$ cat config.mk
export PLATFORM = sky130hd
export DESIGN_NAME = base64_stream_encoder
export DESIGN_NICKNAME = d
export VERILOG_FILES = /design/src/rtl/core/b64e_pkg.sv /design/src/rtl/core/b64e_front.sv /design/src/rtl/core/b64e_jobq.sv /design/src/rtl/core/b64e_back.sv /design/src/rtl/core/base64_stream_encoder.sv
export SDC_FILE = /design/constraint.sdc
export NUM_CORES = 1
export LEC_CHECK = 0
export BUFFER_PORTS_ARGS = -buffer_cell sky130_fd_sc_hd__buf_2
export CAP_MARGIN = 0
export CELL_PAD_IN_SITES_DETAIL_PLACEMENT = 1
export CELL_PAD_IN_SITES_GLOBAL_PLACEMENT = 1
export CORE_ASPECT_RATIO = 1.4
export CORE_MARGIN = 2
export CORE_UTILIZATION = 45
export DETAILED_ROUTE_END_ITERATION = 10
export HOLD_SLACK_MARGIN = 0.06
export PLACE_DENSITY_LB_ADDON = 0.1
export SETUP_SLACK_MARGIN = 0.1
export SLEW_MARGIN = 5
export SYNTH_ARGS = -nofsm -noshare
export SYNTH_HDL_FRONTEND = slang
export SYNTH_SLANG_ARGS = --single-unit
$ cat constraint.sdc
create_clock -name clk -period 2.59 [get_ports clk]
set_input_delay 0 -clock clk [delete_from_list [all_inputs] [get_ports clk]]
set_output_delay 0 -clock clk [all_outputs]
set_load 0.05 [all_outputs]
$ cat src/rtl/core/b64e_pkg.sv
// Shared types and constants for the base64 stream encoder.
// Holds the alphabet mapping, the pad code and the job word passed front to back.
// No dependencies.
`timescale 1ns / 1ps
`default_nettype none

package b64e_pkg;

    localparam int unsigned JOBQ_DEPTH_DEF = 2;
    localparam int unsigned CHAR_W         = 7;
    localparam int unsigned SEXTET_W       = 6;
    localparam int unsigned MAX_CHARS      = 4;

    localparam logic [CHAR_W-1:0] PAD_CHAR = 7'h3D;

    typedef logic [CHAR_W-1:0] char_t;

    // One encoded byte: up to four characters and the index of the last one.
    typedef struct packed {
        char_t [MAX_CHARS-1:0] chars;
        logic  [1:0]           last_idx;
        logic                  fin;
    } job_t;

    // Standard alphabet: A-Z, a-z, 0-9, '+', '/'.
    function automatic char_t b64_sym(input logic [SEXTET_W-1:0] v);
        char_t w;
        w = {1'b0, v};
        if (v < 6'd26)
            return w + 7'd65;
        else if (v < 6'd52)
            return w + 7'd71;
        else if (v < 6'd62)
            return w - 7'd4;
        else if (v == 6'd62)
            return 7'd43;
        else
            return 7'd47;
    endfunction

endpackage

`default_nettype wire

$ cat src/rtl/core/b64e_front.sv
// Front end: accepts bytes, tracks group phase and carry bits, builds job words.
// Depends on b64e_pkg.
`timescale 1ns / 1ps
`default_nettype none

module b64e_front
(
    input  wire                 clk,
    input  wire                 rst_n,
    input  wire                 take,
    input  wire [7:0]           data_byte,
    input  wire                 final_byte,
    output b64e_pkg::job_t      job
);
    import b64e_pkg::*;

    localparam logic [1:0] PH_FIRST  = 2'd0;
    localparam logic [1:0] PH_SECOND = 2'd1;
    localparam logic [1:0] PH_THIRD  = 2'd2;

    logic [1:0] phase_reg, phase_next;
    logic [3:0] carry_reg, carry_next;

    always_comb
    begin
        job.fin      = final_byte;
        job.chars[2] = PAD_CHAR;
        job.chars[3] = PAD_CHAR;
        unique case (phase_reg)
            PH_SECOND:
            begin
                job.chars[0] = b64_sym({carry_reg[1:0], data_byte[7:4]});
                job.chars[1] = b64_sym({data_byte[3:0], 2'b00});
                job.last_idx = final_byte ? 2'd2 : 2'd0;
                carry_next   = data_byte[3:0];
                phase_next   = PH_THIRD;
            end
            PH_THIRD:
            begin
                job.chars[0] = b64_sym({carry_reg, data_byte[7:6]});
                job.chars[1] = b64_sym(data_byte[5:0]);
                job.last_idx = 2'd1;
                carry_next   = 4'd0;
                phase_next   = PH_FIRST;
            end
            default:
            begin
                // first byte of a group; the unused phase code lands here too
                job.chars[0] = b64_sym(data_byte[7:2]);
                job.chars[1] = b64_sym({data_byte[1:0], 4'b0000});
                job.last_idx = final_byte ? 2'd3 : 2'd0;
                carry_next   = {2'b00, data_byte[1:0]};
                phase_next   = PH_SECOND;
            end
        endcase
        if (final_byte)
        begin
            carry_next = 4'd0;
            phase_next = PH_FIRST;
        end
    end

    always_ff @(posedge clk or negedge rst_n)
    begin
        if (!rst_n)
        begin
            phase_reg <= PH_FIRST;
            carry_reg <= 4'd0;
        end
        else if (take)
        begin
            phase_reg <= phase_next;
            carry_reg <= carry_next;
        end
    end

endmodule

`default_nettype wire

$ cat src/rtl/core/b64e_jobq.sv
// Short job queue between front and back ends.
// Depends on b64e_pkg.
`timescale 1ns / 1ps
`default_nettype none

module b64e_jobq
#(
    parameter int unsigned DEPTH = b64e_pkg::JOBQ_DEPTH_DEF
)
(
    input  wire                 clk,
    input  wire                 rst_n,
    input  wire                 wr_en,
    input  b64e_pkg::job_t      wr_job,
    output logic                full,
    input  wire                 rd_en,
    output logic                rd_valid,
    output b64e_pkg::job_t      rd_job
);
    import b64e_pkg::*;

    localparam int unsigned PTR_W = (DEPTH > 1) ? $clog2(DEPTH) : 1;
    localparam int unsigned CNT_W = $clog2(DEPTH + 1);
    localparam logic [PTR_W-1:0] LAST_PTR = PTR_W'(DEPTH - 1);
    localparam logic [CNT_W-1:0] FULL_CNT = CNT_W'(DEPTH);

    job_t             slot_reg [DEPTH];
    logic [PTR_W-1:0] wr_ptr_reg, rd_ptr_reg;
    logic [CNT_W-1:0] count_reg, count_next;
    logic             do_wr, do_rd;

    assign full     = (count_reg == FULL_CNT);
    assign rd_valid = (count_reg != '0);
    assign rd_job   = slot_reg[rd_ptr_reg];
    assign do_wr    = wr_en && !full;
    assign do_rd    = rd_en && rd_valid;

    always_comb
    begin
        count_next = count_reg;
        if (do_wr && !do_rd)
            count_next = count_reg + 1'b1;
        else if (do_rd && !do_wr)
            count_next = count_reg - 1'b1;
    end

    always_ff @(posedge clk or negedge rst_n)
    begin
        if (!rst_n)
        begin
            wr_ptr_reg <= '0;
            rd_ptr_reg <= '0;
            count_reg  <= '0;
        end
        else
        begin
            count_reg <= count_next;
            if (do_wr)
                wr_ptr_reg <= (wr_ptr_reg == LAST_PTR) ? '0 : wr_ptr_reg + 1'b1;
            if (do_rd)
                rd_ptr_reg <= (rd_ptr_reg == LAST_PTR) ? '0 : rd_ptr_reg + 1'b1;
        end
    end

    always_ff @(posedge clk)
    begin
        if (do_wr)
            slot_reg[wr_ptr_reg] <= wr_job;
    end

endmodule

`default_nettype wire

$ cat src/rtl/core/b64e_back.sv
// Back end: walks each job one character per cycle into the output register when it is free or popped.
// Depends on b64e_pkg.
`timescale 1ns / 1ps
`default_nettype none

module b64e_back
(
    input  wire                     clk,
    input  wire                     rst_n,
    input  wire                     job_valid,
    input  b64e_pkg::job_t          job,
    output logic                    job_done,
    input  wire                     pop,
    output logic                    empty,
    output b64e_pkg::char_t         out_char,
    output logic                    run_end,
    output logic                    message_end
);
    import b64e_pkg::*;

    logic [1:0] idx_reg;
    logic       out_valid_reg;
    char_t      char_reg;
    logic       run_end_reg, msg_end_reg;
    logic       load, at_last;

    assign at_last  = (idx_reg == job.last_idx);
    // advance when the output word is free or being taken this cycle
    assign load     = job_valid && (!out_valid_reg || pop);
    assign job_done = load && at_last;

    assign empty       = !out_valid_reg;
    assign out_char    = char_reg;
    assign run_end     = run_end_reg;
    assign message_end = msg_end_reg;

    always_ff @(posedge clk or negedge rst_n)
    begin
        if (!rst_n)
        begin
            idx_reg       <= 2'd0;
            out_valid_reg <= 1'b0;
        end
        else
        begin
            if (load)
                idx_reg <= at_last ? 2'd0 : idx_reg + 2'd1;
            if (load)
                out_valid_reg <= 1'b1;
            else if (pop)
                out_valid_reg <= 1'b0;
        end
    end

    always_ff @(posedge clk)
    begin
        if (load)
        begin
            char_reg    <= job.chars[idx_reg];
            run_end_reg <= at_last;
            msg_end_reg <= at_last && job.fin;
        end
    end

endmodule

`default_nettype wire

$ cat src/rtl/core/base64_stream_encoder.sv
// Base64 stream encoder (standard alphabet, '=' padding), one byte per word in.
// A byte's job word is written into the job queue, then loaded into the back end's output register.
// Throughput: one character per cycle from the back end's output register while it
// is free or popped; a byte is taken every cycle while the job queue has room, so
// mid-message a byte yields 4/3 characters on average and a final byte up to 4.
// Reset: async active low; clears phase, carry, queue and output; no clearing pass.
// Depends on b64e_pkg, b64e_front, b64e_jobq, b64e_back.
`timescale 1ns / 1ps
`default_nettype none

module base64_stream_encoder
#(
    parameter int unsigned JOBQ_DEPTH = b64e_pkg::JOBQ_DEPTH_DEF
)
(
    input  wire        clk,
    input  wire        rst_n,
    input  wire        push,
    output logic       full,
    input  wire [7:0]  data_byte,
    input  wire        final_byte,
    output logic       empty,
    input  wire        pop,
    output logic [6:0] out_char,
    output logic       run_end,
    output logic       message_end
);
    import b64e_pkg::*;

    job_t front_job, q_job;
    logic take, q_valid, q_pop;

    assign take = push && !full;

    b64e_front u_front
    (
        .clk        (clk),
        .rst_n      (rst_n),
        .take       (take),
        .data_byte  (data_byte),
        .final_byte (final_byte),
        .job        (front_job)
    );

    b64e_jobq #(.DEPTH(JOBQ_DEPTH)) u_jobq
    (
        .clk      (clk),
        .rst_n    (rst_n),
        .wr_en    (push),
        .wr_job   (front_job),
        .full     (full),
        .rd_en    (q_pop),
        .rd_valid (q_valid),
        .rd_job   (q_job)
    );

    b64e_back u_back
    (
        .clk         (clk),
        .rst_n       (rst_n),
        .job_valid   (q_valid),
        .job         (q_job),
        .job_done    (q_pop),
        .pop         (pop),
        .empty       (empty),
        .out_char    (out_char),
        .run_end     (run_end),
        .message_end (message_end)
    );

endmodule

`default_nettype wire
### Word level (Yosys, flattened, before mapping)

Memory sizes are Yosys's and may differ from the RTL's.
Index checks and enable logic that the tools add are counted.

| cells by class | value |
|---|---|
| reductions and logical operators | 15 |
| equal/unequal tests | 8 |
| mux-type cells | 40 |
| magnitude comparators | 19 |
| $add $sub $neg | 23 |

Operators by type and width:

| cell | number |
|---|---|
| 7-bit 2-to-1 mux | 19 |
| 6-bit by 7-bit adder with 7-bit output, second input constant | 12 |
| 6-bit < comparator, second input constant | 12 |
| 6-bit by 3-bit subtractor with 7-bit output, second input constant | 6 |
| 6-bit by 5-bit < comparator with 1-bit output, second input constant | 6 |
| 16-bit case mux with 2 select lines | 1 |
| 6-bit equality test, second input constant | 4 |
| 7-bit binary-select mux with 2-bit select | 1 |
| 2-bit 2-to-1 mux | 6 |
| 3-bit 2-to-1 mux | 4 |
| 4-bit case mux with 2 select lines | 1 |
| 1-bit logical AND | 7 |
| 1-bit 2-to-1 mux | 6 |
| 2-bit nonzero test | 3 |
| 2-bit by 1-bit adder with 2-bit output, second input constant | 2 |
| 2-bit equality test, second input constant | 2 |
| 1-bit zero test | 4 |
| 4-bit 2-to-1 mux | 1 |
| 2-bit case mux with 2 select lines | 1 |
| 2-bit by 3-bit < comparator with 1-bit output, second input constant | 1 |
| 1-bit adder, second input constant | 2 |
| 2-bit by 1-bit equality test with 1-bit output, second input constant | 1 |
| 2-bit equality test | 1 |
| 2-bit by 1-bit subtractor with 2-bit output, second input constant | 1 |
| 1-bit logical OR | 1 |

| word-level totals | value |
|---|---|
| register bits after elaboration | 22 |
| RAM bits | 34 |
| input port bits | 13 |
| logic and storage cells | 116 |
| memories kept | 1 |

Memories:

| memory | depth | width | read ports | clocked after Yosys merged registers in | write ports | line | RTL |
|---|---|---|---|---|---|---|---|
| u_jobq.slot_reg | 2 | 17 | 1 | 0 | 1 | b64e_jobq.sv:27 | `job_t slot_reg [DEPTH];` |

### Depth between registers and ports, before layout

Gate-level depths: netlist (run 1).

| logic depth | value |
|---|---|
| depth after elaboration | 8 |
| mapped depth | 11 |
| gate-level depth less buffers | 9 |

### Modules after synthesis

From an unflattened synthesis (run 1), not the netlist that was laid out.

| second synthesis, totals | value |
|---|---|
| cell total of the unflattened synthesis | 516 |
| area total of the unflattened synthesis | 5,834.3 µm² |

Modules (own cells, without submodules):

| module | times used | area each (µm²) | sequential area each (µm²) | cells each |
|---|---|---|---|---|
| b64e_front | 1 | 2,597.5 | 150.1 | 361 |
| b64e_jobq | 1 | 2,591.2 | 1,961.9 | 116 |
| b64e_back | 1 | 631.9 | 345.3 | 38 |
| base64_stream_encoder | 1 | 13.8 | 0.0 | 1 |

### Worst setup path after synthesis (run 1)

Ideal clock, no wire load.

| timing | value |
|---|---|
| path kind | input -> register |
| start point | input data_byte[0] |
| end point | memory u_jobq.slot_reg[0][16] (netlist bit) (data pin) |
| cell stages on the path | 11 |
| setup time | 263 ps |
| arrival time | 2,048 ps |
| slack | 279 ps |
| path through | clkbuf_1 > inv_1 > ha_1 > nand2b_1 > clkbuf_1 > xnor2_1 > ha_1 > o21bai_1 > a32oi_1 > o311a_1 > a211o_1 |

RTL lines:

| item | line | RTL |
|---|---|---|
| from (decl) | base64_stream_encoder.sv:20 | `input wire [7:0] data_byte,` |
| to (decl) | b64e_jobq.sv:27 |  |

==> flow_summary.toml, run 1 <==
[yosys]
synth_most_common_cell = "edfxtp_1"
yosys_register_bits = 56
yosys.area.top_type = "edfxtp_1"
synth_edf_count = 43
syn-num-nets = 470
ys_top_cells_by_area = "edfxtp_1 (30%), ha_1 (8.2%), dfrtp_1 (7.6%)"
seq_area_frac_synth = 0.380
synth_common_cells = "edfxtp_1 (43), nand2_1 (33), ha_1 (28)"
synthCells = 429
ys.flop_type = "edfxtp_1"
async_reset_ff_frac = 0.232
syn_avg_cell_area_sq_um = 9.92
yosysTopAreaCellShare = 0.303
synth_cell_types = 67
syn_area_sq_mm = 0.00426
ys_warn_count = 0

[clock_network]
path_clk_slew_ns = 0.07
cts_sinks = 56
clk_latency_ns = 0.30
cts_max_level = 2
numCtsBuffers = 5
clockBufferDepth = 2
cts_tree = "built"
cts-root-buf = "clkbuf_16"

[timing]
slew_violations = 0
setup_viol = 0
fin_worst_skew_ns = 0.00782
rsz0062_at_grt = "no"
max_freq_mhz = 422
hold_viol = 0
post-route-period-util = 0.914
maxSlewHeadroom = 0.624
fin_setup_tns_ns = 0
worst_pin_slew_ns = 0.558
whs_ns = 0.110
setup_slack_ns = 0.222
period_minus_slack_ns = 2.37

[floorplan]
start_util = 0.455
die_w_um = 86.2
dieArea_sq_mm = 0.0103
design.core.area_sq_mm = 0.00935
rows = 42
ios = 24
die_h_um = 119

[drt]
vias = 3440
drc = 0
dr.pass1.iters = 6
wire_per_inst_um = 20.5
wirelength_um = 11600
drt-initial-drc-count = 130
vias_per_cell = 6.06
postRouteAntennaNets = 0

[pwr]
ir_worst_vdd_mv = 0.350
finalPower_w = 0.00477
powerDensity_mw_per_mm2 = 1020
p_leak_nw = 1.85

[run_status]
status = "complete, no violations"

[finish]
n_fill_cell = 1069
fin_cells = 568
n_antenna_cell = 0
drive_above_1_share = 0.186
areaGrowthSynthToFinish_pct = 10.1
nNetsFinal = 498
multiInputGateArea_sq_mm = 0.00235
largest_reg_flops = 34
ff_latch_area_sq_mm = 0.00162

[worst_setup_path]
crit_fanout = 10
path_cells = "buf_4, ha_1, nand3_1, nand2_2, a21oi_1, o311a_1, o32a_1"
arrival_ns = 2.41
rrSetupSlack_ns = 0.22
required_ns = 2.63
startpoint_type = "flip-flop"
worst-path-buf-inv = 1
slowest_stage = "dfrtp_1"
cp-end-kind = "flip-flop"
cpPeakStageDelay_ns = 0.47
crit_family = "compound AO/OA/AOI/OAI gates"
worstSetupPathType = "flip-flop to flip-flop"

[placed_design]
dp_hpwl_um = 8930
place.gp.congestion = 0.931
dpl.cell_count = 557
dp_slack_ns = 0.116
portBuffers = 23

[run]
drv_cap = 0

[global_route]
grt_pass1_wl_um = 18800
grt_pass1_vias = 3479
grt-ovfl-total = 0
grt.total_usage = 0.234
grt_start_max_net_pins = 20
grt_antenna_before_repair = 0

[min_path]
hp-class = "input pin to flip-flop"
## routing by layer
| layer | track usage | wire length (um) |
|---|---|---|
| met3 | 0.0208 | 226 |
| met5 | 0 | 0 |
| met1 | 0.282 | 4850 |
| met4 | 0.0693 | 202 |
| met2 | 0.435 | 6360 |
## cell usage in the layout, fill, tap and decap left out, drive strengths merged, types with 13 or more instances in the layout
cell / count
o21ai: 16
nor2: 25
dfrtp: 13
xnor2: 21
edfxtp: 43
nor3: 15
nand2: 34
buf: 50
a21oi: 27
inv: 22
ha: 28
## report_power, final
group	switching, W	internal (W)	total [W]
Combinational	0.00148	0.000908	0.00239
Sequential	0.000204	0.00149	0.00170
Clock	0.000319	0.000365	0.000684
## worst paths after layout
check	startpoint	end	cells past startpoint
setup / recovery	u_front.carry_reg[0]	u_jobq.slot_reg[1][7]	7
hold / removal	data_byte[0]	u_front.carry_reg[0]	3
setup reg to reg	u_front.carry_reg[0]	u_jobq.slot_reg[1][7]	7
hold reg to reg	u_jobq.wr_ptr_reg	u_jobq.wr_ptr_reg	1
max in group asynchronous	rst_n	u_front.carry_reg[3]	2
min in group asynchronous	rst_n	u_front.carry_reg[1]	2
## kinds of logic (layout without fill, tap and decap cells)
family,Yosys count,after routing,synth area share
AOI/OAI and AO/OA,114,114,0.189
xor gates and xnor gates,23,23,0.0473
adders and majority gates,28,28,0.0823
buffers and inverters,53,82,0.0682
DFF,56,56,0.380
muxes,18,18,0.0641
and+or+nand+nor,137,137,0.169
## worst min-delay path: cells and delay by family
kind,cells,cell delay [ns]
AND/OR/NAND/NOR,1,0.08
buffers and inverters,1,0.20
AO/OA/AOI/OAI,1,0.07
## metrics by stage
step                      instance area (sq um)   util
final                                      4680  0.501
after global routing                       4680  0.501
after CTS                                  4680  0.500
after detailed placement                   4500  0.481
after global placement                     4500  0.481
after floorplan                            4260      -
## repair_timing
item | in CTS | in global routing
hold buffers | 3 | 0
hold endpoints to repair | 16 | 0
gates resized for setup | 0 | 1
endpoints found under the setup margin | 0 | 4
setup buffers | 0 | 0
## final cells by class
cell class	instances	share of cell area
multi-input combinational	320	0.502
sequential	56	0.345
timing repair buffer	53	0.0743
tap	110	0.0294
clock buffer	5	0.0267
inverter	21	0.0168
clock inverter	3	0.00561
Note: power is estimated with default switching activity, not from simulation.
==> run 2, diff against run 1 <==
- BUFFER_PORTS_ARGS: -buffer_cell sky130_fd_sc_hd__buf_2 -> unset
- CTS_CLUSTER_SIZE: unset -> 16
- DONT_BUFFER_PORTS: unset -> 1
==> flow_summary.toml, run 2 (same netlist as run 1, synthesis figures left out) <==
[run_status]
status = "complete, but fails checks"
violations = "design-rule violations"

[pwr]
powerDensity_mw_per_mm2 = 1040
ir_worst_vdd_mv = 0.313
p_leak_nw = 1.73

[timing]
fin_worst_skew_ns = 0.00812
max_freq_mhz = 425
period_minus_slack_ns = 2.35
post-route-period-util = 0.908
hold_viol = 0
setup_viol = 0
worst_pin_slew_ns = 0.666
maxSlewHeadroom = 0.554
slew_violations = 0
rsz0062_at_grt = "no"
fin_setup_tns_ns = 0

[min_path]
hp-class = "input pin to flip-flop"

[floorplan]
die_w_um = 86.2
start_util = 0.455
rows = 42
die_h_um = 119
ios = 24
design.core.area_sq_mm = 0.00935
dieArea_sq_mm = 0.0103

[finish]
final_common_cell = "edfxtp_1"
largest_reg_flops = 34
n_fill_cell = 1059
n_antenna_cell = 0
final_cell_mix = "edfxtp_1 (43), nand2_1 (33), ha_1 (28)"
areaGrowthSynthToFinish_pct = 6.50
final_core_util = 0.484
drive_above_1_share = 0.115
nNetsFinal = 467

[clock_network]
numCtsBuffers = 5
post_cts_buffers = 0
cts_sinks = 56
cts-root-buf = "clkbuf_16"
cts_max_level = 2
cts_tree = "built"
clk_latency_ns = 0.30
clockBufferDepth = 2
path_clk_slew_ns = 0.08

[worst_setup_path]
slowest_stage = "dfrtp_1"
path_cells = "inv_1, ha_1, a21oi_1, nand2_2, a211o_1, o311a_1, o32a_1"
startpoint_type = "flip-flop"
cp-end-kind = "flip-flop"
crit_family = "compound AO/OA/AOI/OAI gates"
cpPeakStageDelay_ns = 0.39
arrival_ns = 2.39
worst-path-buf-inv = 1
crit_fanout = 10
worstSetupPathType = "flip-flop to flip-flop"
required_ns = 2.63

[global_route]
grt.total_usage = 0.233
grt-ovfl-total = 0
grt_start_max_net_pins = 22
grt_pass1_vias = 3425
grt_pass1_wl_um = 18900
grt_antenna_before_repair = 0

[drt]
vias = 3291
vias_per_cell = 6.13
wirelength_um = 11500
dr.pass1.iters = 7
drc = 1
postRouteAntennaNets = 0
drt-initial-drc-count = 174
wire_per_inst_um = 21.4

[run]
drv_cap = 0

[placed_design]
dp_hpwl_um = 8440
place.gp.congestion = 0.880
portBuffers = 0
==> run 2: cell count changes in the layout (fill, tap and decap cells not counted) <==
cell / change
clkinv_4: +1
a21oi_1: +1
dlygate4sd3_1: +5
a21oi_2: -1
clkinvlp_4: -2
buf_2: -23
buf_4: -13
a31oi_1: -1
a31oi_2: +1
inv_8: -1
inv_6: +1
clkinv_8: +1
==> run 2: layout make-up <==
cell class,count,area [sq um],area share
multi-input combinational,320,2350,0.520
sequential,56,1620,0.357
timing repair buffer,22,185,0.0409
tap,110,138,0.0304
clock buffer,5,125,0.0276
inverter,21,78.8,0.0174
clock inverter,3,33.8,0.00745
==> run 2: final timing paths <==
check                                      from                      to  slack, ns  depth (start not counted)
max                        u_front.carry_reg[1]   u_jobq.slot_reg[1][7]       0.24                          7
max in group asynchronous                 rst_n       u_back.idx_reg[0]       1.99                          1
min in group asynchronous                 rst_n       u_jobq.wr_ptr_reg       0.17                          1
min                                data_byte[0]  u_jobq.slot_reg[1][10]       0.09                          2
min reg2reg                   u_jobq.wr_ptr_reg       u_jobq.wr_ptr_reg       0.50                          1
max reg2reg                u_front.carry_reg[1]   u_jobq.slot_reg[1][7]       0.24                          7
==> run 2: stage by stage <==
stage	instances	power [W]	setup WS [ns]	instance area (sq um)	hold WS, ns
after global placement	521	0.00393	0.286	4290	-0.295
after CTS	537	0.00472	0.163	4530	0.0688
after floorplan	429	0.00347	0.279	4260	-0.296
final	537	0.00471	0.238	4530	0.0855
after global routing	537	0.00501	0.114	4530	0.0758
after detailed placement	521	0.00400	0.198	4290	-0.295
==> run 2: timing repair <==
item | CTS | global route
setup endpoints to repair | 0 | 2
resized for setup | 0 | 1
hold endpoints to repair | 37 | 0
hold buffers | 8 | 0
==> run 2: layer usage <==
metal | routed length, um | vias up | track usage
li1 | - | 1576 | -
met1 | 4880 | 1635 | 0.294
met2 | 6030 | 63 | 0.411
met3 | 266 | 17 | 0.0208
met4 | 300 | 0 | 0.0830
met5 | 0 | - | 0
==> run 2: power breakdown <==
part           total [W]  leakage [nW]  internal (W)  switching, W
combinational    0.00204          1.09      0.000850       0.00119
clock           0.000699        0.0772      0.000372      0.000327
sequential       0.00197         0.565       0.00150      0.000468
==> run 2: worst register-to-register path: cells and delay by family, from the launching register on <==
family	cells	cell delay, ns
buf+inv	1	0.13
simple gates	1	0.21
fa+ha+maj	1	0.29
flops	1	0.39
compound gates	4	1.08
